File: src/rtl/core/chgs_pkg.sv
package chgs_pkg;

    localparam int MAX_POINTS_DEF = 64;
    localparam int COORD_BITS_DEF = 16;

    typedef enum logic [4:0] {
        S_LOAD,
        S_PV_RD,
        S_PV_CMP,
        S_SWAP0,
        S_SWAP1,
        S_SO_T,
        S_SO_TP,
        S_SO_TD,
        S_SO_CHK,
        S_SO_U,
        S_SO_UD,
        S_SO_CMP,
        S_SO_PUT,
        S_SC_A,
        S_SC_B,
        S_SC_C,
        S_SC_D,
        S_SC_R,
        S_SC_RI,
        S_SC_RD,
        S_SC_CHK,
        S_SC_CMP,
        S_SC_S2,
        S_SC_S2D,
        S_SC_PUSH,
        S_EM_IDX,
        S_EM_PT,
        S_EM_OUT,
        S_EM_WAIT
    } t_state;

    // request to the orientation unit
    typedef struct packed {
        logic start;
        logic with_dist;
    } t_orient_ctl;

    // answer from the orientation unit; neg is the sign of the accumulated sum
    typedef struct packed {
        logic done;
        logic neg;
    } t_orient_sts;

endpackage

File: src/rtl/core/chgs_ram.sv
module chgs_ram #(
    parameter int WIDTH = 32,
    parameter int DEPTH = 64
) (
    input  logic                     i_clk,
    input  logic                     i_we,
    input  logic [$clog2(DEPTH)-1:0] i_waddr,
    input  logic [WIDTH-1:0]         i_wdata,
    input  logic [$clog2(DEPTH)-1:0] i_raddr,
    output logic [WIDTH-1:0]         o_rdata
);

    logic [WIDTH-1:0] r_mem [DEPTH];
    logic [WIDTH-1:0] r_rdata;

    always_ff @(posedge i_clk) begin
        if (i_we) begin
            r_mem[i_waddr] <= i_wdata;
        end
        r_rdata <= r_mem[i_raddr];
    end

    assign o_rdata = r_rdata;

endmodule

File: src/rtl/core/chgs_orient.sv
// Shared multiply-accumulate unit. Term order:
//   +(qy-py)(rx-qx)  -(qx-px)(ry-qy)            orientation
//   +(qx-px)^2 +(qy-py)^2 -(rx-px)^2 -(ry-py)^2   distance tie-break
// Stops after the orientation terms unless the sum is zero and with_dist is set.
module chgs_orient
    import chgs_pkg::*;
#(
    parameter int COORD_BITS = COORD_BITS_DEF
) (
    input  logic                         i_clk,
    input  logic                         i_rst_n,
    input  t_orient_ctl                  i_ctl,
    input  logic signed [COORD_BITS-1:0] i_px,
    input  logic signed [COORD_BITS-1:0] i_py,
    input  logic signed [COORD_BITS-1:0] i_qx,
    input  logic signed [COORD_BITS-1:0] i_qy,
    input  logic signed [COORD_BITS-1:0] i_rx,
    input  logic signed [COORD_BITS-1:0] i_ry,
    output t_orient_sts                  o_sts
);

    localparam int DW = COORD_BITS + 1;
    localparam int PW = 2 * DW;
    localparam int AW = 2 * COORD_BITS + 4;

    logic                 r_busy;
    logic                 r_accph;
    logic                 r_with_dist;
    logic [2:0]           r_step;
    logic signed [PW-1:0] r_prod;
    logic signed [AW-1:0] r_acc;
    logic                 r_done;
    logic                 r_neg;

    logic signed [DW-1:0] dqp_x, dqp_y, drq_x, drq_y, drp_x, drp_y;
    logic signed [DW-1:0] op_a, op_b;
    logic                 sub;
    logic signed [AW-1:0] acc_n;
    logic                 last_term;

    assign dqp_x = DW'(i_qx) - DW'(i_px);
    assign dqp_y = DW'(i_qy) - DW'(i_py);
    assign drq_x = DW'(i_rx) - DW'(i_qx);
    assign drq_y = DW'(i_ry) - DW'(i_qy);
    assign drp_x = DW'(i_rx) - DW'(i_px);
    assign drp_y = DW'(i_ry) - DW'(i_py);

    always_comb begin
        case (r_step)
            3'd0: begin op_a = dqp_y; op_b = drq_x; end
            3'd1: begin op_a = dqp_x; op_b = drq_y; end
            3'd2: begin op_a = dqp_x; op_b = dqp_x; end
            3'd3: begin op_a = dqp_y; op_b = dqp_y; end
            3'd4: begin op_a = drp_x; op_b = drp_x; end
            default: begin op_a = drp_y; op_b = drp_y; end
        endcase
    end

    assign sub   = (r_step == 3'd1) || (r_step >= 3'd4);
    assign acc_n = sub ? (r_acc - AW'(r_prod)) : (r_acc + AW'(r_prod));
    assign last_term = ((r_step == 3'd1) && (!r_with_dist || (acc_n != '0)))
                     || (r_step == 3'd5);

    always_ff @(posedge i_clk) begin
        if (!i_rst_n) begin
            r_busy  <= 1'b0;
            r_accph <= 1'b0;
            r_done  <= 1'b0;
        end else begin
            r_done <= 1'b0;
            if (i_ctl.start) begin
                r_busy  <= 1'b1;
                r_accph <= 1'b0;
            end else if (r_busy) begin
                r_accph <= !r_accph;
                if (r_accph && last_term) begin
                    r_busy <= 1'b0;
                    r_done <= 1'b1;
                end
            end
        end
    end

    always_ff @(posedge i_clk) begin
        if (i_ctl.start) begin
            r_step      <= 3'd0;
            r_acc       <= '0;
            r_with_dist <= i_ctl.with_dist;
        end else if (r_busy) begin
            if (!r_accph) begin
                r_prod <= op_a * op_b;
            end else begin
                r_acc  <= acc_n;
                r_neg  <= acc_n[AW-1];
                r_step <= r_step + 3'd1;
            end
        end
    end

    assign o_sts.done = r_done;
    assign o_sts.neg  = r_neg;

endmodule

File: src/rtl/core/convex_hull_graham_scan_core.sv
// Graham-scan convex hull. Points arrive one per transfer on s_axis ({y, x} in
// tdata, tlast on the final point); up to MAX_POINTS are kept, later ones are
// dropped and tuser is raised on every vertex of that set. After the final
// point the block stops accepting: the pivot search reads and compares each
// point in turn, then an insertion sort by angle and the stack scan follow,
// every comparison running on one shared multiply-accumulate unit (with the
// distance tie-break when the sort meets collinear points) after memory reads
// of its operands; the sort costs up to n*n/2 comparisons. Each hull vertex is
// read back through the order list and held on m_axis until it is taken. Sets
// of fewer than three points come out unchanged in load order.
module convex_hull_graham_scan_core
    import chgs_pkg::*;
#(
    parameter int MAX_POINTS = MAX_POINTS_DEF,
    parameter int COORD_BITS = COORD_BITS_DEF
) (
    input  logic                                  i_clk,
    input  logic                                  i_rst_n,
    input  logic                                  s_axis_tvalid,
    output logic                                  s_axis_tready,
    // point_x, point_y, zero pad
    input  logic [((2*COORD_BITS+7)/8)*8-1:0]     s_axis_tdata,
    // final_point
    input  logic                                  s_axis_tlast,
    output logic                                  m_axis_tvalid,
    input  logic                                  m_axis_tready,
    // vertex_x, vertex_y, zero pad
    output logic [((2*COORD_BITS+7)/8)*8-1:0]     m_axis_tdata,
    // final_vertex
    output logic                                  m_axis_tlast,
    // overflowed
    output logic                                  m_axis_tuser
);

    localparam int DATA_W = ((2*COORD_BITS+7)/8)*8;
    localparam int IDX_W  = $clog2(MAX_POINTS);
    localparam int CNT_W  = $clog2(MAX_POINTS + 1);
    localparam int PT_W   = 2 * COORD_BITS;
    localparam logic [CNT_W-1:0] MAX_CNT = CNT_W'(MAX_POINTS);

    t_state r_state, n_state;
    logic [CNT_W-1:0] r_cnt, n_cnt, r_i, n_i, r_j, n_j, r_d, n_d, r_k, n_k;
    logic r_drop, n_drop;
    logic [IDX_W-1:0] r_piv, n_piv, r_t, n_t, r_u, n_u, r_ri, n_ri;
    logic signed [COORD_BITS-1:0] r_px, n_px, r_py, n_py, r_qx, n_qx, r_qy, n_qy;
    logic signed [COORD_BITS-1:0] r_rx, n_rx, r_ry, n_ry, r_vx, n_vx, r_vy, n_vy;
    logic r_ovalid, n_ovalid, r_vlast, n_vlast, r_vuser, n_vuser;

    logic             pt_we;
    logic [IDX_W-1:0] pt_waddr, pt_raddr;
    logic [PT_W-1:0]  pt_wdata, pt_rdata;
    logic             ord_we;
    logic [IDX_W-1:0] ord_waddr, ord_raddr, ord_wdata, ord_rdata;

    logic signed [COORD_BITS-1:0] rd_x, rd_y;
    logic [CNT_W-1:0] cnt_last, cnt_inc;

    t_orient_ctl orient_ctl;
    t_orient_sts orient_sts;

    assign rd_x     = pt_rdata[COORD_BITS-1:0];
    assign rd_y     = pt_rdata[PT_W-1:COORD_BITS];
    assign cnt_last = r_cnt - CNT_W'(1);
    assign cnt_inc  = (r_cnt < MAX_CNT) ? r_cnt + CNT_W'(1) : r_cnt;

    chgs_ram #(.WIDTH(PT_W), .DEPTH(MAX_POINTS)) u_pt_ram (
        .i_clk   (i_clk),
        .i_we    (pt_we),
        .i_waddr (pt_waddr),
        .i_wdata (pt_wdata),
        .i_raddr (pt_raddr),
        .o_rdata (pt_rdata)
    );

    // order list; the hull stack is built in place over its front
    chgs_ram #(.WIDTH(IDX_W), .DEPTH(MAX_POINTS)) u_ord_ram (
        .i_clk   (i_clk),
        .i_we    (ord_we),
        .i_waddr (ord_waddr),
        .i_wdata (ord_wdata),
        .i_raddr (ord_raddr),
        .o_rdata (ord_rdata)
    );

    chgs_orient #(.COORD_BITS(COORD_BITS)) u_orient (
        .i_clk   (i_clk),
        .i_rst_n (i_rst_n),
        .i_ctl   (orient_ctl),
        .i_px    (r_px),
        .i_py    (r_py),
        .i_qx    (r_qx),
        .i_qy    (r_qy),
        .i_rx    (r_rx),
        .i_ry    (r_ry),
        .o_sts   (orient_sts)
    );

    always_ff @(posedge i_clk) begin
        if (!i_rst_n) begin
            r_state  <= S_LOAD;
            r_cnt    <= '0;
            r_d      <= '0;
            r_drop   <= 1'b0;
            r_ovalid <= 1'b0;
        end else begin
            r_state  <= n_state;
            r_cnt    <= n_cnt;
            r_d      <= n_d;
            r_drop   <= n_drop;
            r_ovalid <= n_ovalid;
        end
    end

    always_ff @(posedge i_clk) begin
        r_i     <= n_i;
        r_j     <= n_j;
        r_k     <= n_k;
        r_piv   <= n_piv;
        r_t     <= n_t;
        r_u     <= n_u;
        r_ri    <= n_ri;
        r_px    <= n_px;
        r_py    <= n_py;
        r_qx    <= n_qx;
        r_qy    <= n_qy;
        r_rx    <= n_rx;
        r_ry    <= n_ry;
        r_vx    <= n_vx;
        r_vy    <= n_vy;
        r_vlast <= n_vlast;
        r_vuser <= n_vuser;
    end

    always_comb begin
        n_state  = r_state;
        n_cnt    = r_cnt;
        n_i      = r_i;
        n_j      = r_j;
        n_d      = r_d;
        n_k      = r_k;
        n_drop   = r_drop;
        n_piv    = r_piv;
        n_t      = r_t;
        n_u      = r_u;
        n_ri     = r_ri;
        n_px     = r_px;
        n_py     = r_py;
        n_qx     = r_qx;
        n_qy     = r_qy;
        n_rx     = r_rx;
        n_ry     = r_ry;
        n_ovalid = r_ovalid;
        n_vx     = r_vx;
        n_vy     = r_vy;
        n_vlast  = r_vlast;
        n_vuser  = r_vuser;

        pt_we      = 1'b0;
        pt_waddr   = r_cnt[IDX_W-1:0];
        pt_wdata   = s_axis_tdata[PT_W-1:0];
        pt_raddr   = ord_rdata;
        ord_we     = 1'b0;
        ord_waddr  = r_cnt[IDX_W-1:0];
        ord_wdata  = r_cnt[IDX_W-1:0];
        ord_raddr  = r_i[IDX_W-1:0];
        orient_ctl = '0;

        case (r_state)
            S_LOAD: begin
                if (s_axis_tvalid) begin
                    if (r_cnt < MAX_CNT) begin
                        pt_we  = 1'b1;
                        ord_we = 1'b1;
                    end else begin
                        n_drop = 1'b1;
                    end
                    n_cnt = cnt_inc;
                    if (s_axis_tlast) begin
                        n_i = '0;
                        n_k = '0;
                        if (cnt_inc < CNT_W'(3)) begin
                            n_d     = cnt_inc;
                            n_state = S_EM_IDX;
                        end else begin
                            n_state = S_PV_RD;
                        end
                    end
                end
            end
            S_PV_RD: begin
                pt_raddr = r_i[IDX_W-1:0];
                n_state  = S_PV_CMP;
            end
            S_PV_CMP: begin
                if ((r_i == '0) || (rd_y < r_py) || ((rd_y == r_py) && (rd_x < r_px))) begin
                    n_px  = rd_x;
                    n_py  = rd_y;
                    n_piv = r_i[IDX_W-1:0];
                end
                if (r_i == cnt_last) begin
                    n_state = S_SWAP0;
                end else begin
                    n_i     = r_i + CNT_W'(1);
                    n_state = S_PV_RD;
                end
            end
            S_SWAP0: begin
                ord_we    = 1'b1;
                ord_waddr = '0;
                ord_wdata = r_piv;
                n_state   = S_SWAP1;
            end
            S_SWAP1: begin
                if (r_piv != '0) begin
                    ord_we = 1'b1;
                end
                ord_waddr = r_piv;
                ord_wdata = '0;
                n_i       = CNT_W'(2);
                n_state   = S_SO_T;
            end
            S_SO_T: begin
                ord_raddr = r_i[IDX_W-1:0];
                n_state   = S_SO_TP;
            end
            S_SO_TP: begin
                n_t     = ord_rdata;
                n_j     = r_i;
                n_state = S_SO_TD;
            end
            S_SO_TD: begin
                n_qx    = rd_x;
                n_qy    = rd_y;
                n_state = S_SO_CHK;
            end
            S_SO_CHK: begin
                ord_raddr = IDX_W'(r_j - CNT_W'(1));
                n_state   = (r_j > CNT_W'(1)) ? S_SO_U : S_SO_PUT;
            end
            S_SO_U: begin
                n_u     = ord_rdata;
                n_state = S_SO_UD;
            end
            S_SO_UD: begin
                n_rx                 = rd_x;
                n_ry                 = rd_y;
                orient_ctl.start     = 1'b1;
                orient_ctl.with_dist = 1'b1;
                n_state              = S_SO_CMP;
            end
            S_SO_CMP: begin
                if (orient_sts.done) begin
                    if (orient_sts.neg) begin
                        ord_we    = 1'b1;
                        ord_waddr = r_j[IDX_W-1:0];
                        ord_wdata = r_u;
                        n_j       = r_j - CNT_W'(1);
                        n_state   = S_SO_CHK;
                    end else begin
                        n_state = S_SO_PUT;
                    end
                end
            end
            S_SO_PUT: begin
                ord_we    = 1'b1;
                ord_waddr = r_j[IDX_W-1:0];
                ord_wdata = r_t;
                if (r_i == cnt_last) begin
                    n_state = S_SC_A;
                end else begin
                    n_i     = r_i + CNT_W'(1);
                    n_state = S_SO_T;
                end
            end
            S_SC_A: begin
                ord_raddr = IDX_W'(1);
                n_state   = S_SC_B;
            end
            S_SC_B: begin
                ord_raddr = IDX_W'(2);
                n_state   = S_SC_C;
            end
            S_SC_C: begin
                n_px    = rd_x;
                n_py    = rd_y;
                n_state = S_SC_D;
            end
            S_SC_D: begin
                n_qx = rd_x;
                n_qy = rd_y;
                n_d  = CNT_W'(3);
                n_i  = CNT_W'(3);
                n_k  = '0;
                n_state = (r_cnt == CNT_W'(3)) ? S_EM_IDX : S_SC_R;
            end
            S_SC_R: begin
                ord_raddr = r_i[IDX_W-1:0];
                n_state   = S_SC_RI;
            end
            S_SC_RI: begin
                n_ri    = ord_rdata;
                n_state = S_SC_RD;
            end
            S_SC_RD: begin
                n_rx    = rd_x;
                n_ry    = rd_y;
                n_state = S_SC_CHK;
            end
            S_SC_CHK: begin
                if (r_d > CNT_W'(2)) begin
                    orient_ctl.start = 1'b1;
                    n_state          = S_SC_CMP;
                end else begin
                    n_state = S_SC_PUSH;
                end
            end
            S_SC_CMP: begin
                // pop on a clockwise or collinear turn
                ord_raddr = IDX_W'(r_d - CNT_W'(3));
                if (orient_sts.done) begin
                    if (!orient_sts.neg) begin
                        n_d     = r_d - CNT_W'(1);
                        n_qx    = r_px;
                        n_qy    = r_py;
                        n_state = S_SC_S2;
                    end else begin
                        n_state = S_SC_PUSH;
                    end
                end
            end
            S_SC_S2: begin
                n_state = S_SC_S2D;
            end
            S_SC_S2D: begin
                n_px    = rd_x;
                n_py    = rd_y;
                n_state = S_SC_CHK;
            end
            S_SC_PUSH: begin
                ord_we    = 1'b1;
                ord_waddr = r_d[IDX_W-1:0];
                ord_wdata = r_ri;
                n_d       = r_d + CNT_W'(1);
                n_px      = r_qx;
                n_py      = r_qy;
                n_qx      = r_rx;
                n_qy      = r_ry;
                n_k       = '0;
                if (r_i == cnt_last) begin
                    n_state = S_EM_IDX;
                end else begin
                    n_i     = r_i + CNT_W'(1);
                    n_state = S_SC_R;
                end
            end
            S_EM_IDX: begin
                ord_raddr = r_k[IDX_W-1:0];
                n_state   = S_EM_PT;
            end
            S_EM_PT: begin
                n_state = S_EM_OUT;
            end
            S_EM_OUT: begin
                n_ovalid = 1'b1;
                n_vx     = rd_x;
                n_vy     = rd_y;
                n_vlast  = (r_k + CNT_W'(1) == r_d);
                n_vuser  = r_drop;
                n_state  = S_EM_WAIT;
            end
            S_EM_WAIT: begin
                if (m_axis_tready) begin
                    n_ovalid = 1'b0;
                    if (r_vlast) begin
                        n_cnt   = '0;
                        n_d     = '0;
                        n_drop  = 1'b0;
                        n_state = S_LOAD;
                    end else begin
                        n_k     = r_k + CNT_W'(1);
                        n_state = S_EM_IDX;
                    end
                end
            end
            default: begin
                n_state = S_LOAD;
            end
        endcase
    end

    assign s_axis_tready = (r_state == S_LOAD);
    assign m_axis_tvalid = r_ovalid;
    assign m_axis_tdata  = DATA_W'({r_vy, r_vx});
    assign m_axis_tlast  = r_vlast;
    assign m_axis_tuser  = r_vuser;

endmodule

File: config.mk
export PLATFORM = sky130hd
export DESIGN_NAME = convex_hull_graham_scan_core
export DESIGN_NICKNAME = d
export VERILOG_FILES = /design/src/rtl/core/chgs_pkg.sv /design/src/rtl/core/chgs_ram.sv /design/src/rtl/core/chgs_orient.sv /design/src/rtl/core/convex_hull_graham_scan_core.sv
export SDC_FILE = /design/constraint.sdc
export NUM_CORES = 2
export LEC_CHECK = 0
export BUFFER_PORTS_ARGS = -buffer_cell sky130_fd_sc_hd__clkbuf_2
export CORE_ASPECT_RATIO = 0.8
export CORE_MARGIN = 3
export CORE_UTILIZATION = 50
export DETAILED_ROUTE_END_ITERATION = 6
export PLACE_DENSITY = 0.77
export RECOVER_POWER = 25
export SYNTH_ARGS = -nofsm -noshare
export SYNTH_HDL_FRONTEND = slang
export SYNTH_SLANG_ARGS = --single-unit
File: constraint.sdc
create_clock -name i_clk -period 8.5 [get_ports i_clk]
set_clock_uncertainty 0.15 [all_clocks]
set_input_delay 0.425 -clock i_clk [delete_from_list [all_inputs] [get_ports i_clk]]
set_output_delay 0.425 -clock i_clk [all_outputs]
set_load 0.01 [all_outputs]
### Word level (Yosys, flattened, before mapping)

Memory sizes are Yosys's and may differ from the RTL's. A register that Yosys moved wholly into a read port is not among the register bits.
Index checks and enable logic that the tools add are counted.

* register bits: 274
* bits in writable memories: 2432
* output and inout port bits: 36
* logic and storage cells: 242
* memories: 2

Memories
* u_pt_ram.r_mem: words 64, bits a word 32, rd ports 1, clocked after memory_dff 1, wr ports 1, RTL line chgs_ram.sv:13 `logic [WIDTH-1:0] r_mem [DEPTH];`
* u_ord_ram.r_mem: words 64, bits a word 6, rd ports 1, clocked after memory_dff 1, wr ports 1, RTL line chgs_ram.sv:13

* add/sub/neg operators: 17
* $mul: 1
* magnitude comparators: 7
* equal/unequal tests: 50
* muxes and demuxes: 83
* bitwise operators: 4
* reduce and logical (&&, ||, !) cells: 48

Operator list (number)
* $pmux 16 s3: 4
* $pmux 5 s28: 1
* $mux 7: 16
* $sub 16x16->17: 6
* $mux 16: 6
* $pmux 6 s5: 3
* $pmux 17 s5: 1
* $eq 5x5->1 const B: 13
* $pmux 17 s3: 1
* $eq 5x4->1 const B: 8
* $add 36x34->36: 1
* $mux 36: 1
* $reduce_bool 36->1: 1
* $sub 36x34->36: 1
* $mux 5: 7
* $pmux 7 s5: 1
* $mul 17x17->34: 1
* $lt 16x16->1: 2
* $mux 6: 5
* $add 7x1->7 const B: 4
* $pmux 7 s2: 2
* $pmux 7 s4: 1
* $mux 1: 21
* $pmux 7 s3: 1
* 43 further kinds: 102

### Logic depth before layout (Yosys ltp)

* depth in word-level cells: 11
* depth in mapped cells: 37
* depth with buffers taken out: 36

### Cells and area by module

From an unflattened synthesis, not the netlist that was laid out.

* cell total of the unflattened synthesis: 7631
* area total of the unflattened synthesis: 125540.4 um^2

By module, submodules not included
* chgs_ram at u_pt_ram: instances 1, cells each 3324, area an instance 78515.3 um^2
* chgs_orient: instances 1, cells each 2565, area an instance 21235.4 um^2
* chgs_ram at u_ord_ram: instances 1, cells each 729, area an instance 15205.8 um^2
* convex_hull_graham_scan_core: instances 1, cells each 1013, area an instance 10583.9 um^2

### Worst setup path after synthesis

No wires, ideal clock.

* path kind: flip-flop to flip-flop
* start point: reg r_px[0]
* end point: reg u_orient.r_prod[33] (data pin)
* arrival: 8696 ps
* data required time: 8082 ps
* setup slack: -614 ps
* stages on the path, launching flop included: 29
* buffers on the path: 0
* cells stage by stage: edfxtp_1 ha_1 fa_1 nor2b_1 o21a_1 o21ai_0 a211o_1 a31oi_1 a21o_1 a41oi_1 o41ai_1 or2_2 fa_1 fa_1 fa_1 fa_1 inv_1 fa_1 fa_1 ha_1 or2_2 a21oi_1 a21oi_1 a221o_1 a41o_1 o41ai_1 o21bai_1 o41ai_1 xnor2_1

* cells in the longest elaborated chain, start to end: 3
* elaborated cells on any way between the ends: 5
* those cells by class: add/sub: 2; mul: 1; mux: 2

Ends and longest elaborated chain
* start: declaration: RTL line convex_hull_graham_scan_core.sv:45 `logic signed [COORD_BITS-1:0] r_px, n_px, r_py, n_py, r_qx, n_qx, r_qy, n_qy;`
* start signal: assignment: RTL line convex_hull_graham_scan_core.sv:122 `r_px <= n_px;`
* $sub 16x16->17 (on tied branches): RTL line chgs_orient.sv:45, chgs_orient.sv:41
* $pmux 17 s5 or $pmux 17 s3 (tied branches): RTL line chgs_orient.sv:49 `case (r_step)`
* $mul 17x17->34 (*): RTL line chgs_orient.sv:91 `r_prod <= op_a * op_b;`
* end signal: assignment: RTL line chgs_orient.sv:91
* end: declaration: RTL line chgs_orient.sv:30 `logic signed [PW-1:0] r_prod;`

Mark *: on every way between the ends. The rest lies on a longest branch, timed or not.
A chain may end at the register's enable or synchronous reset.

### Worst setup path after layout

* start point: reg r_px[0]
* end point: reg u_orient.r_prod[30] (data pin)

Same word-level chain as after synthesis.

==> metrics.md <==
| Metric | Value |
|---|---|
| Status | `complete, but fails checks` |
| Failing checks | `DRC, capacitance limit, slew limit, setup timing` |
| Deepest clock path buffer count | `4` |
| Via count | `90900` |
| Die width | `573 um` |
| Placed cell areas | `138000 um^2` |
| Avg WL per Cell | `26.2 um` |
| Share of layout cells above drive strength 1 | `15.1%` |
| First-pass GRT wire length | `561000 um` |
| Die height | `460 um` |
| Fmax | `113 MHz` |
| CP Capture Type | `flip-flop` |
| Mean Syn Cell Area | `12.5 um^2` |
| Max-slew violations | `1952` |
| Layout net count | `11400` |
| Crit path arrival time | `9.31 ns` |
| Initial antenna violation count | `22` |
| Post-synthesis instance total | `10300` |
| Clock root buffer | `clkbuf_16` |
| Largest net degree at the start of global routing | `156` |
| Vias per std cell | `6.30` |
| Sequential area share after synthesis | `63.2%` |
| Post-route ant nets | `0` |
| Post-place setup slack | `-0.885 ns` |
| Slowest cell on crit path | `fa_1` |
| Global Route Usage Sum | `28.0%` |
| Clk Latency, worst-skew pair | `0.88 ns` |
| Setup CP Type | `reg -> reg` |
| H-tree level count | `5` |
| Register bit count reported by yosys | `2744` |
| Vias in the first global route | `89700` |
| Max Cap Viol | `31` |
| P&R area growth vs syn | `15.0%` |
| HP Class | `in -> reg` |
| CP most frequent cell | `fa_1` |
| Worst path required time | `8.94 ns` |
| Post-synth EDFFs | `2643` |
| Core ar. | `254000 um^2` |
| Post-DP HPWL | `224000 um` |
| DRT Pass-1 Iters | `7` |
| CTS tree | `yes` |
| RSZ-0062 raised after global routing | `true` |
| 1st-iter DRT viols | `13400` |
| Cell Area, Synth | `129000 um^2` |
| Fin area | `148000 um^2` |
| Async set or reset register ratio after synthesis | `0%` |
| Least-Margin Pin Slew | `3.73 ns` |
| Total grt overflow | `0` |
| Initial Util | `50.6%` |
| Period utilization | `104%` |
| Hold Violations, Final | `0` |
| Synth warn | `0` |
| CP Launch Type | `flip-flop` |
| Hold WS | `0.0506 ns` |
| PortBufs | `72` |
| Tmin final | `8.87 ns` |
| Synth unique cells | `94` |
| Total CTS buffers | `276` |
| Row cnt | `165` |
| Die area | `264000 um^2` |
| Count of final setup violators | `6` |
| Ports | `73` |
| Final WS setup | `-0.375 ns` |
| Slowest Stage Delay on Critical Path | `0.58 ns` |
| Main flop type after synthesis | `edfxtp_1` |
| Mapped Nets | `10900` |
| Total Wirelength | `378000 um` |
| Clk pin slew, worst setup/hold paths | `0.06 ns` |
| Slew HR | `-149%` |
| DRC Markers | `1` |
| Critical-path maximum fanout | `6` |
| Final RePlAce weighted congestion | `0.996` |
| CTS Sinks | `2744` |
placed cells by master (no fill, tap or decap), types with 288 or more instances in the layout:
master,Yosys,layout
edfxtp_1,2643,2643
nand2_1,1989,1976
buf_4,4,685
nand3_1,571,562
inv_1,443,419
a311oi_1,388,387
nor2_1,466,383
a211oi_1,372,368
a21oi_1,323,296
fa_1,305,288
cell type report:
class	instances	area, um^2
Antenna cell	5	12.5
Clock buffer	365	7530
Clock inverter	113	1300
Fill cell	19300	106000
Inverter	444	1670
Multi-Input combinational cell	6467	45000
Sequential cell	2744	81400
Tap cell	3423	4280
Timing Repair Buffer	861	6820
timing repair:
item,4_1_cts,5_1_grt
hold buffers,2,0
setup buffers,45,19
pin swaps,133,63
resized for setup,180,108
endpoints found under the setup margin,13,15
hold endpoints to repair,12,0
through the flow:
stage / std cells / TNS (ns) / utilization, %
finish: 14400 / -1.43 / 58.2
global route: 14400 / -4.17 / 58.2
CTS: 14400 / -1.11 / 58.0
detailed placement: 13900 / -5.33 / 54.1
global placement: 13900 / -4.25 / 54.1
floorplan: 10300 / -0.0781 / -
registers in the layout (all words and copies together), names as in the netlist, 7 cells and up:
signal and flops:
u_pt_ram.r_mem 2048, u_ord_ram.r_mem 384, u_orient.r_acc 36, u_orient.r_prod 34
u_pt_ram.o_rdata 32, r_px 16, r_py 16, r_qx 16
r_qy 16, r_rx 16, r_ry 16, r_vx 16
r_vy 16, r_cnt 7, r_d 7, r_i 7
r_j 7, r_k 7
per-layer routing:
layer	vias to the layer above	GRT usage, %	routed length, um
li1	39200	-	-
met1	44900	39.5	147000
met2	5941	41.4	164000
met3	903	7.88	51400
met4	12	10.6	14600
met5	-	0	75
critical path: cells and delay by family, from the launching register on:
family / cells / cell delay [ns]
AO/OA/AOI/OAI: 13 / 2.69
XOR/XNOR: 1 / 0.18
adder cells (fa/ha/maj): 9 / 3.86
buffers and inverters: 5 / 0.64
flip-flops: 1 / 0.47
AND/OR/NAND/NOR: 4 / 0.61
final timing paths:
path / startpoint / endpoint / slack, ns / depth (start not counted)
min reg2reg: u_orient.r_acc[19] / u_orient.r_acc[19] / 0.31 / 2
max: r_px[0] / u_orient.r_prod[30] / -0.37 / 32
min: s_axis_tvalid / r_drop / 0.05 / 4
max reg2reg: r_px[0] / u_orient.r_prod[30] / -0.37 / 32
cell families (layout without fill, tap and decap cells):
group,after synthesis,in the layout,synth area share [%]
simple gates,3668,3668,12.5
compound gates,1819,1819,10.1
buf+inv,1086,1783,3.24
fa+ha+maj,576,576,7.38
xor+xnor,214,214,1.46
mux,190,190,2.03
other cells,0,5,0
flops,2744,2744,63.2
cell usage after synthesis, drive strengths merged (147+ instances only):
library cell,count,area share [%]
clkbuf,534,1.6
a21oi,323,1.3
a211oi,372,2.2
a311oi,388,2.6
a31oi,189,0.92
inv,443,1.3
xnor2,147,1.0
edfxtp,2643,62
nand3,571,2.2
nand2,1989,5.8
and3,283,1.4
ha,271,2.6
nor2,466,1.4
fa,305,4.7
Power is not shown: default switching activity piles up to over one toggle a cycle in this logic, so the estimate is an artifact.
